--- src/rtl/core/brqb_pkg.sv ---
// brqb_pkg: shared widths, command codes and the result bundle of the byte ring queue
// used by brqb_ctrl and byte_ring_queue_burst; no dependencies
package brqb_pkg;

    // field widths of one request and one result
    localparam int CMD_W      = 2;
    localparam int CNT_W      = 4;
    localparam int DATA_W     = 64;
    localparam int FILL_W     = 8;
    localparam int CAP_W      = 8;
    localparam int CAP_LIM_W  = CAP_W + 1;
    localparam int BYTE_W     = 8;
    localparam int BYTE_IDX_W = 3;

    // command codes
    localparam logic [CMD_W-1:0] CMD_WRITE = 2'd0;
    localparam logic [CMD_W-1:0] CMD_READ  = 2'd1;
    localparam logic [CMD_W-1:0] CMD_FLUSH = 2'd2;

    // finished result handed from the sequencer to the output register
    typedef struct packed {
        logic              done;
        logic              ok;
        logic [DATA_W-1:0] read_bytes;
        logic [FILL_W-1:0] fill_level;
    } brqb_res_t;

endpackage

--- src/rtl/core/byte_ring_queue_burst.sv ---
// byte_ring_queue_burst: circular byte queue with all-or-nothing bursts
// depends on brqb_pkg, brqb_ram and brqb_ctrl
//
//  channel  | direction | tdata (low bit up)                         | tuser
//  s_       | in        | byte_count[3:0], write_bytes[67:4], pad    | command[1:0]
//  m_       | out       | ok[0], read_bytes[64:1], fill_level[72:65], | -
//           |           | present[73], pad                           |
//  cfg_     | in        | capacity[7:0]                              | -
//
//  write burst: write, finish; read burst: read, drain, finish; flush, empty or
//  refused: finish only; the single byte port of the memory moves one byte a cycle
//  no new request is taken until the result has moved into the output register
//  a stalled m_ side holds the result and then holds the sequencer in its last step
//  synchronous active-low reset empties the queue and sets capacity to 255
module byte_ring_queue_burst import brqb_pkg::*; #(
    parameter int BUFFER_DEPTH = 256,
    parameter int MAX_BURST    = 8
) (
    input  logic        aclk,
    input  logic        aresetn,
    input  logic        s_tvalid,
    output logic        s_tready,
    input  logic [71:0] s_tdata,   // byte_count, write_bytes
    input  logic [1:0]  s_tuser,   // command
    output logic        m_tvalid,
    input  logic        m_tready,
    output logic [79:0] m_tdata,   // ok, read_bytes, fill_level, present
    input  logic        cfg_valid,
    output logic        cfg_ready,
    input  logic [7:0]  cfg_data   // capacity
);

    localparam int PTR_W = (BUFFER_DEPTH > 1) ? $clog2(BUFFER_DEPTH) : 1;

    logic [CAP_W-1:0]     capacity_reg;
    logic [CAP_LIM_W-1:0] cap_lim;
    logic                 cfg_wr;
    logic                 out_free;
    brqb_res_t            res;

    logic                 m_tvalid_reg;
    logic [DATA_W-1:0]    out_bytes_reg;
    logic [FILL_W-1:0]    out_fill_reg;
    logic                 out_ok_reg;
    logic                 out_present_reg;

    logic                 mem_en;
    logic                 mem_we;
    logic [PTR_W-1:0]     mem_addr;
    logic [BYTE_W-1:0]    mem_wdata;
    logic [BYTE_W-1:0]    mem_rdata;

    // capacity register, limited to the buffer depth
    assign cfg_ready = 1'b1;
    assign cfg_wr    = cfg_valid && cfg_ready;

    always_ff @(posedge aclk) begin
        if (!aresetn) begin
            capacity_reg <= CAP_W'(255);
        end else if (cfg_wr) begin
            capacity_reg <= cfg_data;
        end
    end

    assign cap_lim = (CAP_LIM_W'(capacity_reg) > CAP_LIM_W'(BUFFER_DEPTH))
                   ? CAP_LIM_W'(BUFFER_DEPTH) : CAP_LIM_W'(capacity_reg);

    // sequencer with the shared pointer unit
    brqb_ctrl #(
        .MAX_BURST    (MAX_BURST),
        .PTR_W        (PTR_W)
    ) u_ctrl (
        .aclk      (aclk),
        .aresetn   (aresetn),
        .cap_lim   (cap_lim),
        .cfg_clear (cfg_wr),
        .cmd_valid (s_tvalid),
        .cmd_ready (s_tready),
        .cmd       (s_tuser),
        .count     (s_tdata[CNT_W-1:0]),
        .wbytes    (s_tdata[CNT_W +: DATA_W]),
        .out_free  (out_free),
        .res       (res),
        .mem_en    (mem_en),
        .mem_we    (mem_we),
        .mem_addr  (mem_addr),
        .mem_wdata (mem_wdata),
        .mem_rdata (mem_rdata)
    );

    // byte storage
    brqb_ram #(
        .BUFFER_DEPTH (BUFFER_DEPTH),
        .ADDR_W       (PTR_W)
    ) u_ram (
        .aclk  (aclk),
        .en    (mem_en),
        .we    (mem_we),
        .addr  (mem_addr),
        .wdata (mem_wdata),
        .rdata (mem_rdata)
    );

    // output register
    assign out_free = !m_tvalid_reg || m_tready;

    always_ff @(posedge aclk) begin
        if (!aresetn) begin
            m_tvalid_reg <= 1'b0;
        end else if (out_free) begin
            m_tvalid_reg <= res.done;
        end
    end

    always_ff @(posedge aclk) begin
        if (out_free && res.done) begin
            out_ok_reg      <= res.ok;
            out_bytes_reg   <= res.read_bytes;
            out_fill_reg    <= res.fill_level;
            out_present_reg <= (capacity_reg != '0);
        end
    end

    assign m_tvalid = m_tvalid_reg;
    assign m_tdata  = {6'b0, out_present_reg, out_fill_reg, out_bytes_reg, out_ok_reg};

    // a request blocks the input side for at least the following cycle
    a_busy_after_accept: assert property (@(posedge aclk) disable iff (!aresetn)
        (s_tvalid && s_tready) |=> !s_tready)
        else $error("input taken on consecutive cycles");

    // fill level never exceeds the capacity in use
    a_fill_bound: assert property (@(posedge aclk) disable iff (!aresetn)
        res.done |-> (CAP_LIM_W'(res.fill_level) <= cap_lim))
        else $error("fill level above capacity");

    // a refused request returns no bytes
    a_refused_empty: assert property (@(posedge aclk) disable iff (!aresetn)
        (m_tvalid && !m_tdata[0]) |-> (m_tdata[64:1] == '0))
        else $error("refused request returned data");

    // a finished result leaves the sequencer only through the output register
    a_result_moves: assert property (@(posedge aclk) disable iff (!aresetn)
        (res.done && out_free) |=> m_tvalid)
        else $error("finished result lost");

endmodule

--- src/rtl/core/brqb_ram.sv ---
// brqb_ram: single-port byte memory with registered read data
// no package dependency; used by byte_ring_queue_burst
module brqb_ram #(
    parameter int BUFFER_DEPTH = 256,
    parameter int ADDR_W       = 8
) (
    input  logic              aclk,
    input  logic              en,
    input  logic              we,
    input  logic [ADDR_W-1:0] addr,
    input  logic [7:0]        wdata,
    output logic [7:0]        rdata
);

    logic [7:0] mem [BUFFER_DEPTH];

    // one access a cycle, read data registered and out in the cycle after its address
    always_ff @(posedge aclk) begin
        if (en) begin
            if (we) begin
                mem[addr] <= wdata;
            end
            rdata <= mem[addr];
        end
    end

endmodule

--- src/rtl/core/brqb_ctrl.sv ---
// brqb_ctrl: burst sequencer, pointers and fill count of the byte ring queue
// depends on brqb_pkg; drives the port of brqb_ram one byte per cycle
module brqb_ctrl import brqb_pkg::*; #(
    parameter int MAX_BURST    = 8,
    parameter int PTR_W        = 8
) (
    input  logic                 aclk,
    input  logic                 aresetn,
    input  logic [CAP_LIM_W-1:0] cap_lim,
    input  logic                 cfg_clear,
    input  logic                 cmd_valid,
    output logic                 cmd_ready,
    input  logic [CMD_W-1:0]     cmd,
    input  logic [CNT_W-1:0]     count,
    input  logic [DATA_W-1:0]    wbytes,
    input  logic                 out_free,
    output brqb_res_t            res,
    output logic                 mem_en,
    output logic                 mem_we,
    output logic [PTR_W-1:0]     mem_addr,
    output logic [BYTE_W-1:0]    mem_wdata,
    input  logic [BYTE_W-1:0]    mem_rdata
);

    localparam logic [2:0] ST_IDLE   = 3'd0;
    localparam logic [2:0] ST_WRITE  = 3'd1;
    localparam logic [2:0] ST_READ   = 3'd2;
    localparam logic [2:0] ST_DRAIN  = 3'd3;
    localparam logic [2:0] ST_FINISH = 3'd4;

    logic [2:0]            state_reg,   state_next;
    logic [PTR_W-1:0]      rd_ptr_reg,  rd_ptr_next;
    logic [PTR_W-1:0]      wr_ptr_reg,  wr_ptr_next;
    logic [FILL_W-1:0]     held_reg,    held_next;
    logic [CNT_W-1:0]      left_reg,    left_next;
    logic [BYTE_IDX_W-1:0] idx_reg,     idx_next;
    logic [DATA_W-1:0]     data_reg,    data_next;
    logic [DATA_W-1:0]     rd_acc_reg,  rd_acc_next;
    logic                  ok_reg,      ok_next;
    logic                  cap_vld_reg, cap_vld_next;
    logic [BYTE_IDX_W-1:0] cap_idx_reg, cap_idx_next;

    logic [PTR_W-1:0]      ptr_cur;
    logic [PTR_W:0]        ptr_inc;
    logic [PTR_W-1:0]      ptr_bump;
    logic [CAP_LIM_W-1:0]  room;
    logic [CAP_LIM_W-1:0]  cnt_ext;
    logic                  burst_ok;
    logic                  accept;

    // shared pointer advance: one increment and wrap compare against capacity
    always_comb begin
        ptr_cur  = (state_reg == ST_WRITE) ? wr_ptr_reg : rd_ptr_reg;
        ptr_inc  = {1'b0, ptr_cur} + {{PTR_W{1'b0}}, 1'b1};
        ptr_bump = (CAP_LIM_W'(ptr_inc) >= cap_lim) ? '0 : ptr_inc[PTR_W-1:0];
    end

    // admission checks for a new request
    assign room      = cap_lim - CAP_LIM_W'(held_reg);
    assign cnt_ext   = CAP_LIM_W'(count);
    assign burst_ok  = (count <= CNT_W'(MAX_BURST));
    assign cmd_ready = (state_reg == ST_IDLE);
    assign accept    = cmd_valid && cmd_ready;

    // memory port follows the active pointer
    assign mem_en    = (state_reg == ST_WRITE) || (state_reg == ST_READ);
    assign mem_we    = (state_reg == ST_WRITE);
    assign mem_addr  = ptr_cur;
    assign mem_wdata = data_reg[BYTE_W-1:0];

    // result bundle
    assign res.done       = (state_reg == ST_FINISH);
    assign res.ok         = ok_reg;
    assign res.read_bytes = rd_acc_reg;
    assign res.fill_level = held_reg;

    // sequencer
    always_comb begin
        state_next   = state_reg;
        rd_ptr_next  = rd_ptr_reg;
        wr_ptr_next  = wr_ptr_reg;
        held_next    = held_reg;
        left_next    = left_reg;
        idx_next     = idx_reg;
        data_next    = data_reg;
        rd_acc_next  = rd_acc_reg;
        ok_next      = ok_reg;
        cap_vld_next = (state_reg == ST_READ);
        cap_idx_next = idx_reg;

        // read data lands in the cycle after its address
        if (cap_vld_reg) begin
            rd_acc_next[{cap_idx_reg, 3'b000} +: BYTE_W] = mem_rdata;
        end

        unique case (state_reg)
            ST_IDLE: begin
                if (accept) begin
                    rd_acc_next = '0;
                    data_next   = wbytes;
                    left_next   = count;
                    idx_next    = '0;
                    ok_next     = 1'b0;
                    state_next  = ST_FINISH;
                    unique case (cmd)
                        CMD_WRITE: begin
                            if (burst_ok && (cnt_ext <= room)) begin
                                ok_next   = 1'b1;
                                held_next = held_reg + FILL_W'(count);
                                if (count != '0) begin
                                    state_next = ST_WRITE;
                                end
                            end
                        end
                        CMD_READ: begin
                            if (burst_ok && (cnt_ext <= CAP_LIM_W'(held_reg))) begin
                                ok_next   = 1'b1;
                                held_next = held_reg - FILL_W'(count);
                                if (count != '0) begin
                                    state_next = ST_READ;
                                end
                            end
                        end
                        CMD_FLUSH: begin
                            ok_next     = 1'b1;
                            held_next   = '0;
                            rd_ptr_next = '0;
                            wr_ptr_next = '0;
                        end
                        default: begin
                            ok_next = 1'b0;
                        end
                    endcase
                end
            end
            ST_WRITE: begin
                wr_ptr_next = ptr_bump;
                data_next   = data_reg >> BYTE_W;
                left_next   = left_reg - 1'b1;
                if (left_reg == CNT_W'(1)) begin
                    state_next = ST_FINISH;
                end
            end
            ST_READ: begin
                rd_ptr_next = ptr_bump;
                idx_next    = idx_reg + 1'b1;
                left_next   = left_reg - 1'b1;
                if (left_reg == CNT_W'(1)) begin
                    state_next = ST_DRAIN;
                end
            end
            ST_DRAIN: begin
                state_next = ST_FINISH;
            end
            ST_FINISH: begin
                if (out_free) begin
                    state_next = ST_IDLE;
                end
            end
            default: begin
                state_next = ST_IDLE;
            end
        endcase

        // capacity write empties the queue
        if (cfg_clear) begin
            rd_ptr_next = '0;
            wr_ptr_next = '0;
            held_next   = '0;
        end
    end

    // control state
    always_ff @(posedge aclk) begin
        if (!aresetn) begin
            state_reg   <= ST_IDLE;
            rd_ptr_reg  <= '0;
            wr_ptr_reg  <= '0;
            held_reg    <= '0;
            cap_vld_reg <= 1'b0;
        end else begin
            state_reg   <= state_next;
            rd_ptr_reg  <= rd_ptr_next;
            wr_ptr_reg  <= wr_ptr_next;
            held_reg    <= held_next;
            cap_vld_reg <= cap_vld_next;
        end
    end

    // burst payload
    always_ff @(posedge aclk) begin
        left_reg    <= left_next;
        idx_reg     <= idx_next;
        data_reg    <= data_next;
        rd_acc_reg  <= rd_acc_next;
        ok_reg      <= ok_next;
        cap_idx_reg <= cap_idx_next;
    end

endmodule

--- config.mk ---
export PLATFORM = sky130hd
export DESIGN_NAME = byte_ring_queue_burst
export DESIGN_NICKNAME = d
export VERILOG_FILES = /design/src/rtl/core/brqb_pkg.sv /design/src/rtl/core/byte_ring_queue_burst.sv /design/src/rtl/core/brqb_ram.sv /design/src/rtl/core/brqb_ctrl.sv
export SDC_FILE = /design/constraint.sdc
export NUM_CORES = 2
export LEC_CHECK = 0
export BUFFER_PORTS_ARGS = -buffer_cell sky130_fd_sc_hd__buf_4
export CORE_ASPECT_RATIO = 0.75
export CORE_UTILIZATION = 65
export DETAILED_ROUTE_END_ITERATION = 8
export PLACE_DENSITY = 0.82
export SETUP_SLACK_MARGIN = 0.15
export SYNTH_ARGS = -nofsm -noshare
export SYNTH_HDL_FRONTEND = slang
export SYNTH_HIERARCHICAL = 1
export SYNTH_SLANG_ARGS = --single-unit
export TNS_END_PERCENT = 5
--- constraint.sdc ---
create_clock -name aclk -period 9.1 [get_ports aclk]
set_input_delay 0.455 -clock aclk [delete_from_list [all_inputs] [get_ports aclk]]
set_output_delay 0.455 -clock aclk [all_outputs]
set_load 0.02 [all_outputs]
# Word level (Yosys, flattened, before mapping)
# Memories as Yosys holds them, arrays and structs flattened. A register that Yosys moved wholly into a read port is not among the register bits.
# Index checks and enable logic that the tools add are counted.
[word_totals]
output_inout_bits = 83
latchBits = 0
register_bits = 250
memories = 1
romBits = 0
ram_bits = 2048
word_cells = 108
[memory_table]
columns = ["memory", "depth", "width", "rd", "rd_clocked_by_memory_dff", "wr", "line_no", "rtl"]
rows = [
  ["u_ram.mem", 256, 8, 1, 1, 1, "brqb_ram.sv:15", "logic [7:0] mem [BUFFER_DEPTH];"],
]
[op_classes]
n_div = 0
order_cmp = 5
n_addsub = 7
reduce_logical = 25
n_shift = 2
eq_ne = 14
multipliers = 0
n_mux = 36
bitwise_logic = 1
[op_table]
columns = ["cell", "n"]
rows = [
  ["2-to-1 mux 64 bit", 4],
  ["case mux 64 bit (2 select lines)", 1],
  ["bitwise mux 64 bit", 1],
  ["variable shift 8 x 8 -> 64 bit, first input constant", 1],
  ["indexed part select 8 x 8 -> 64 bit", 1],
  ["2-to-1 mux 8 bit", 6],
  ["case mux 8 bit (2 select lines)", 2],
  ["2-to-1 mux 3 bit", 9],
  ["case mux 8 bit (3 select lines)", 1],
  ["case mux 3 bit (5 select lines)", 1],
  ["case mux 3 bit (2 select lines)", 2],
  ["adder 8 x 1 -> 9 bit, second input constant", 1],
  ["greater-or-equal comparator 9 bit", 1],
  ["greater-than comparator 8 x 9 -> 1 bit, second input constant", 1],
  ["less-or-equal comparator 4 x 9 -> 1 bit", 1],
  ["2-to-1 mux 9 bit", 1],
  ["subtractor 9 x 8 -> 9 bit", 1],
  ["adder 8 x 4 -> 8 bit", 1],
  ["less-or-equal comparator 4 x 8 -> 1 bit", 1],
  ["inequality test 2 bit, second input constant", 4],
  ["negator 6 -> 8 bit", 1],
  ["case mux 4 bit (2 select lines)", 1],
  ["AND reduction 2 bit", 4],
  ["nonzero test 8 bit", 1],
  ["other kinds (27)", 42],
]

# Depth between registers and ports, before layout
[depth]
ltp_word = 9
depth_mapped = 19
depth_no_buf = 15

# By module
# The synthesis kept the hierarchy.
[modules_own_cells]
columns = ["module", "seq_area_each_um2", "area_per_inst_um2", "n_inst", "cells_per_inst"]
rows = [
  ["brqb_ram", 61739.2, 78363.9, 1, 3525],
  ["brqb_ctrl", 4063.9, 8414.3, 1, 898],
  ["byte_ring_queue_burst", 2402.3, 2653.8, 1, 119],
]

# Worst setup path before layout
# OpenSTA, ideal clock, no wires.
[synth_path]
path_kind = "register -> register"
from = "register u_ctrl.state_reg[1]"
to = "memory u_ram.mem[105][0] (enable)"
setup_ps = 370
period_less_slack_ps = 3634
stages_incl_launch_ff = 16
path_slack_ps = 5466
arrival_time_ps = 3264
path_buffers = 9
path_cell_list = "dfxtp_1 -> buf_6 -> or3b_1 -> buf_6 -> buf_6 -> clkbuf_1 -> clkbuf_1 -> nand2_1 -> nand2_1 -> buf_2 -> buf_2 -> buf_2 -> nor3b_1 -> nand2_1 -> clkbuf_1 -> nor2_1"
[synth_lines]
columns = ["element", "line_no", "rtl"]
rows = [
  ["start: declaration", "brqb_ctrl.sv:31", "logic [2:0] state_reg, state_next;"],
  ["start signal: assignment", "brqb_ctrl.sv:182", "state_reg <= state_next;"],
  ["equality test 3 x 1 -> 1 bit", "brqb_ctrl.sv:53", "ptr_cur = (state_reg == ST_WRITE) ? wr_ptr_reg : rd_ptr_reg;"],
  ["2-to-1 mux 8 bit", "brqb_ctrl.sv:53", ""],
  ["via mem_addr[1]", "byte_ring_queue_burst.sv:49", "logic [PTR_W-1:0] mem_addr;"],
  ["end: declaration", "brqb_ram.sv:15", ""],
]
# The timed path passes the listed nets, and every way through them passes these cells.

# Worst setup path after layout
[layout_path]
from = "register u_ctrl.state_reg[1]"
to = "register u_ram.rdata[5], read port of u_ram.mem, data pin"
[layout_between]
elab_chain_cells = 2
[layout_lines]
columns = ["element", "line_no", "rtl"]
rows = [
  ["equality test 3 x 1 -> 1 bit", "brqb_ctrl.sv:53", ""],
  ["2-to-1 mux 8 bit", "brqb_ctrl.sv:53", ""],
  ["via mem_addr[0]", "byte_ring_queue_burst.sv:49", ""],
  ["end: declaration", "brqb_ram.sv:12", "output logic [7:0] rdata"],
]
# The timed path passes the listed nets, and every way through them passes these cells.
# A chain may end at the register's enable or synchronous reset.

==> reports/results.txt <==
CP Class: register to register
Yosys cell types: 76
Power Dens Cells: 210 mW/mm²
Most frequent cells in the layout: 2202 x edfxtp_1, 512 x mux4_2, 366 x nor2_1
Final Cycle Share: 66.7%
R2r setup slk: 3030 ps
Top-area cell type share of the netlist area: 73.9%
Cell taking the most area after synthesis: edfxtp_1
Reg2reg start: u_ctrl/state_reg[1]$_SDFFE_PN0P_
Area growth syn-to-layout: 11.4%
Post-synthesis sequential area ratio: 76.3%
Die height: 323 µm
Clock Pin Slew Worst Setup and Hold Paths: 60 ps
DIE WIDTH: 430 µm
Initial antenna violation count: 8
Top reg by flops: u_ram/mem
Synth warn: 6
CP arrival: 6580 ps
TritonCTS clock tree: done
CTS sink cnt: 2306
Initial DRT Pass Iterations: 6
H-Tree Level Count: 4
Final setup vio count: 0
Multi-input gate area: 0.0198 mm²
Power Total: 20.9 mW
Crit end category: register
DRT iter0 DRCs: 7361
Status: completed
Required time of the worst setup path: 9600 ps
Worst skew pair latency: 840 ps
Most common cell after layout, fill and taps aside: edfxtp_1
Slew @ Worst Pin: 1480 ps
Root Buffer: clkbuf_16
Hold Path Origin: s_tdata[3]
Gp weighted congestion: 0.877
Hold Path End: u_ctrl/left_reg[3]$_DFFE_PP_
Pleak: 31.1 nW
Largest register FFs: 2048
Number of global-route vias before repair: 47756
DIE AREA: 0.139 mm²
Post-DRT Antenna Nets: 0
Final WL: 225 mm
Setup crit start kind: register
Setup TNS: 0 ps
Num CTS Buffers: 197
Post-Syn Instances: 4542
Worst Reg2Reg Path Length in Cells: 11
Register area: 0.0682 mm²
DRC: 0
Port bufs: 158
Worst Hold Depth: 3
Rel. slew slack: 1.49%
Longest Clk Path Bufs: 3
First-pass GRT wire length: 324 mm
Slew Viols, Final: 0
Remaining Overflow, GRT: 0
Flops & latches, synth: 2306
Min Tclk post-route: 6070 ps
Layout cells sized above 1: 21.7%
R2R Path End: u_ram/rdata[5]$_DFFE_PP_
Fillers: 7184
Vias per inst: 7.12
Fmax: 165 MHz
DR vias: 47996
Clock Skew: 40.3 ps
Hold Path Class: primary input to register
Maxcap violations: 0
Core area: 0.136 mm²
Number of hold violations in the final report: 0
Average size of a mapped cell: 19.7 µm²
EDFF count, synth: 2202
Total track usage: 32.6%
VDD IR-drop max: 0.277 mV
Nets: 4916
Drt wl/cell: 33.3 µm
RSZ-0062 raised after global routing: false
Mapped Area: 0.0894 mm²
Starting Density: 65.7%
Worst Path Max Fanout: 77
Primary FF master, synth: edfxtp_1
Post-synth ARST share: 0%
Row cnt: 117
Largest net degree at the start of global routing: 252
Ranking of synthesized cells by area: edfxtp_1 74%, mux4_2 13%, dfxtp_1 2.3%
I/O pins: 170
Dpl hpwl: 117 mm
kinds of logic (layout without fill, tap and decap cells):
family / count (synthesis) / in the layout / share of synthesized area (%)
adders and majority gates: 42 / 42 / 0.613
muxes: 594 / 594 / 13.8
buffers and inverters: 336 / 737 / 1.70
other: 2 / 13 / 0.00840
and+or+nand+nor: 729 / 729 / 3.40
DFF: 2306 / 2306 / 76.3
xor gates and xnor gates: 15 / 15 / 0.172
AOI/OAI and AO/OA: 518 / 518 / 4.03
worst max path at each step:
stage / from / end / slack (ps) / depth (start not counted)
6_report: u_ctrl/state_reg[1]$_SDFFE_PN0P_ / u_ram/rdata[5]$_DFFE_PP_ / 3030 / 11
5_1_grt: u_ctrl/state_reg[1]$_SDFFE_PN0P_ / u_ram/rdata[3]$_DFFE_PP_ / 2770 / 11
4_1_cts: u_ctrl/state_reg[1]$_SDFFE_PN0P_ / u_ram/rdata[3]$_DFFE_PP_ / 3200 / 11
3_5_place_dp: u_ctrl/state_reg[1]$_SDFFE_PN0P_ / u_ram/rdata[3]$_DFFE_PP_ / 3280 / 11
3_3_place_gp: u_ctrl/state_reg[1]$_SDFFE_PN0P_ / u_ram/rdata[2]$_DFFE_PP_ / 3400 / 12
2_1_floorplan: u_ctrl/state_reg[1]$_SDFFE_PN0P_ / u_ram/mem[105][0]$_DFFE_PP_ / 5470 / 15
metrics by stage:
step / utilization (%) / worst slack (ps) / area (µm²) / std cells / hold WS, ps
2_1_floorplan: - / 5470 / 89500 / 4550 / 352
3_3_place_gp: 67.8 / 3400 / 92400 / 6281 / 362
3_5_place_dp: 67.8 / 3280 / 92400 / 6281 / 365
4_1_cts: 73.2 / 3200 / 99600 / 6736 / 11.9
5_1_grt: 73.2 / 2770 / 99600 / 6736 / 80.6
6_report: 73.2 / 3030 / 99600 / 6739 / 76.8
power breakdown:
part / switching, mW / internal, mW
clock network: 3.81 / 4.60
logic: 0.475 / 0.154
registers: 0.0365 / 11.8
per-layer routing:
layer,vias to the layer above,share of wire [%],track usage [%]
met3,684,13,8.42
met4,12,4.5,13.6
met2,4066,48,51.6
met1,24278,35,44.1
met5,-,0.036,0
li1,18956,-,-
final cells by class:
type                    count  area share (%)
flip-flops and latches   2306            68.5
multi-input cells        1908            19.9
clock buffers             243            5.22
repair buffers            328            2.85
well taps                1785            2.24
clock inverters           120            1.13
inverters                  46           0.173
diodes                      3         0.00754
repair_timing:
| action | CTS | global route |
|---|---|---|
| setup endpoints to repair | 0 | 0 |
| gates resized for setup | 0 | 0 |
| endpoints found under the hold margin | 77 | 0 |
| setup buffers | 0 | 0 |
| hold buffers | 92 | 0 |
critical path: stages (launching register included):
cell,delay (ps)
dfxtp_1,510
or3b_2,210
buf_4,660
nand2_1,240
nand2_4,520
buf_4,750
buf_4,530
mux4_2,570
a22oi_1,370
a21oi_1,120
o41ai_1,1030
nand4_1,190
cell usage after synthesis (3+ instances only):
library cell  count
nor4_1            8
or3_1             3
mux2i_1          80
nand3_1          11
nand4_1          13
a31oi_1           3
buf_4            31
edfxtp_1       2202
a21oi_1         145
o2111a_1          3
o211ai_1          4
and3_1            4
ha_1             39
nand2b_1         11
xnor2_1           9
buf_2            39
and2_1           13
nor2_1          367
o41ai_1          32
buf_1            35
a211oi_1          4
nor2b_1          15
nor3_1           11
mux4_2          512
nor3b_1           5
fa_1              3
o22ai_1           4
nand2_1         252
xnor2_2           3
a22oi_1         270
o21ai_0          12
clkbuf_1        173
xor2_1            3
a21o_1            9
buf_6            12
o32ai_1           4
dfxtp_1         104
inv_1            44
(Power assumes the default switching activity.)
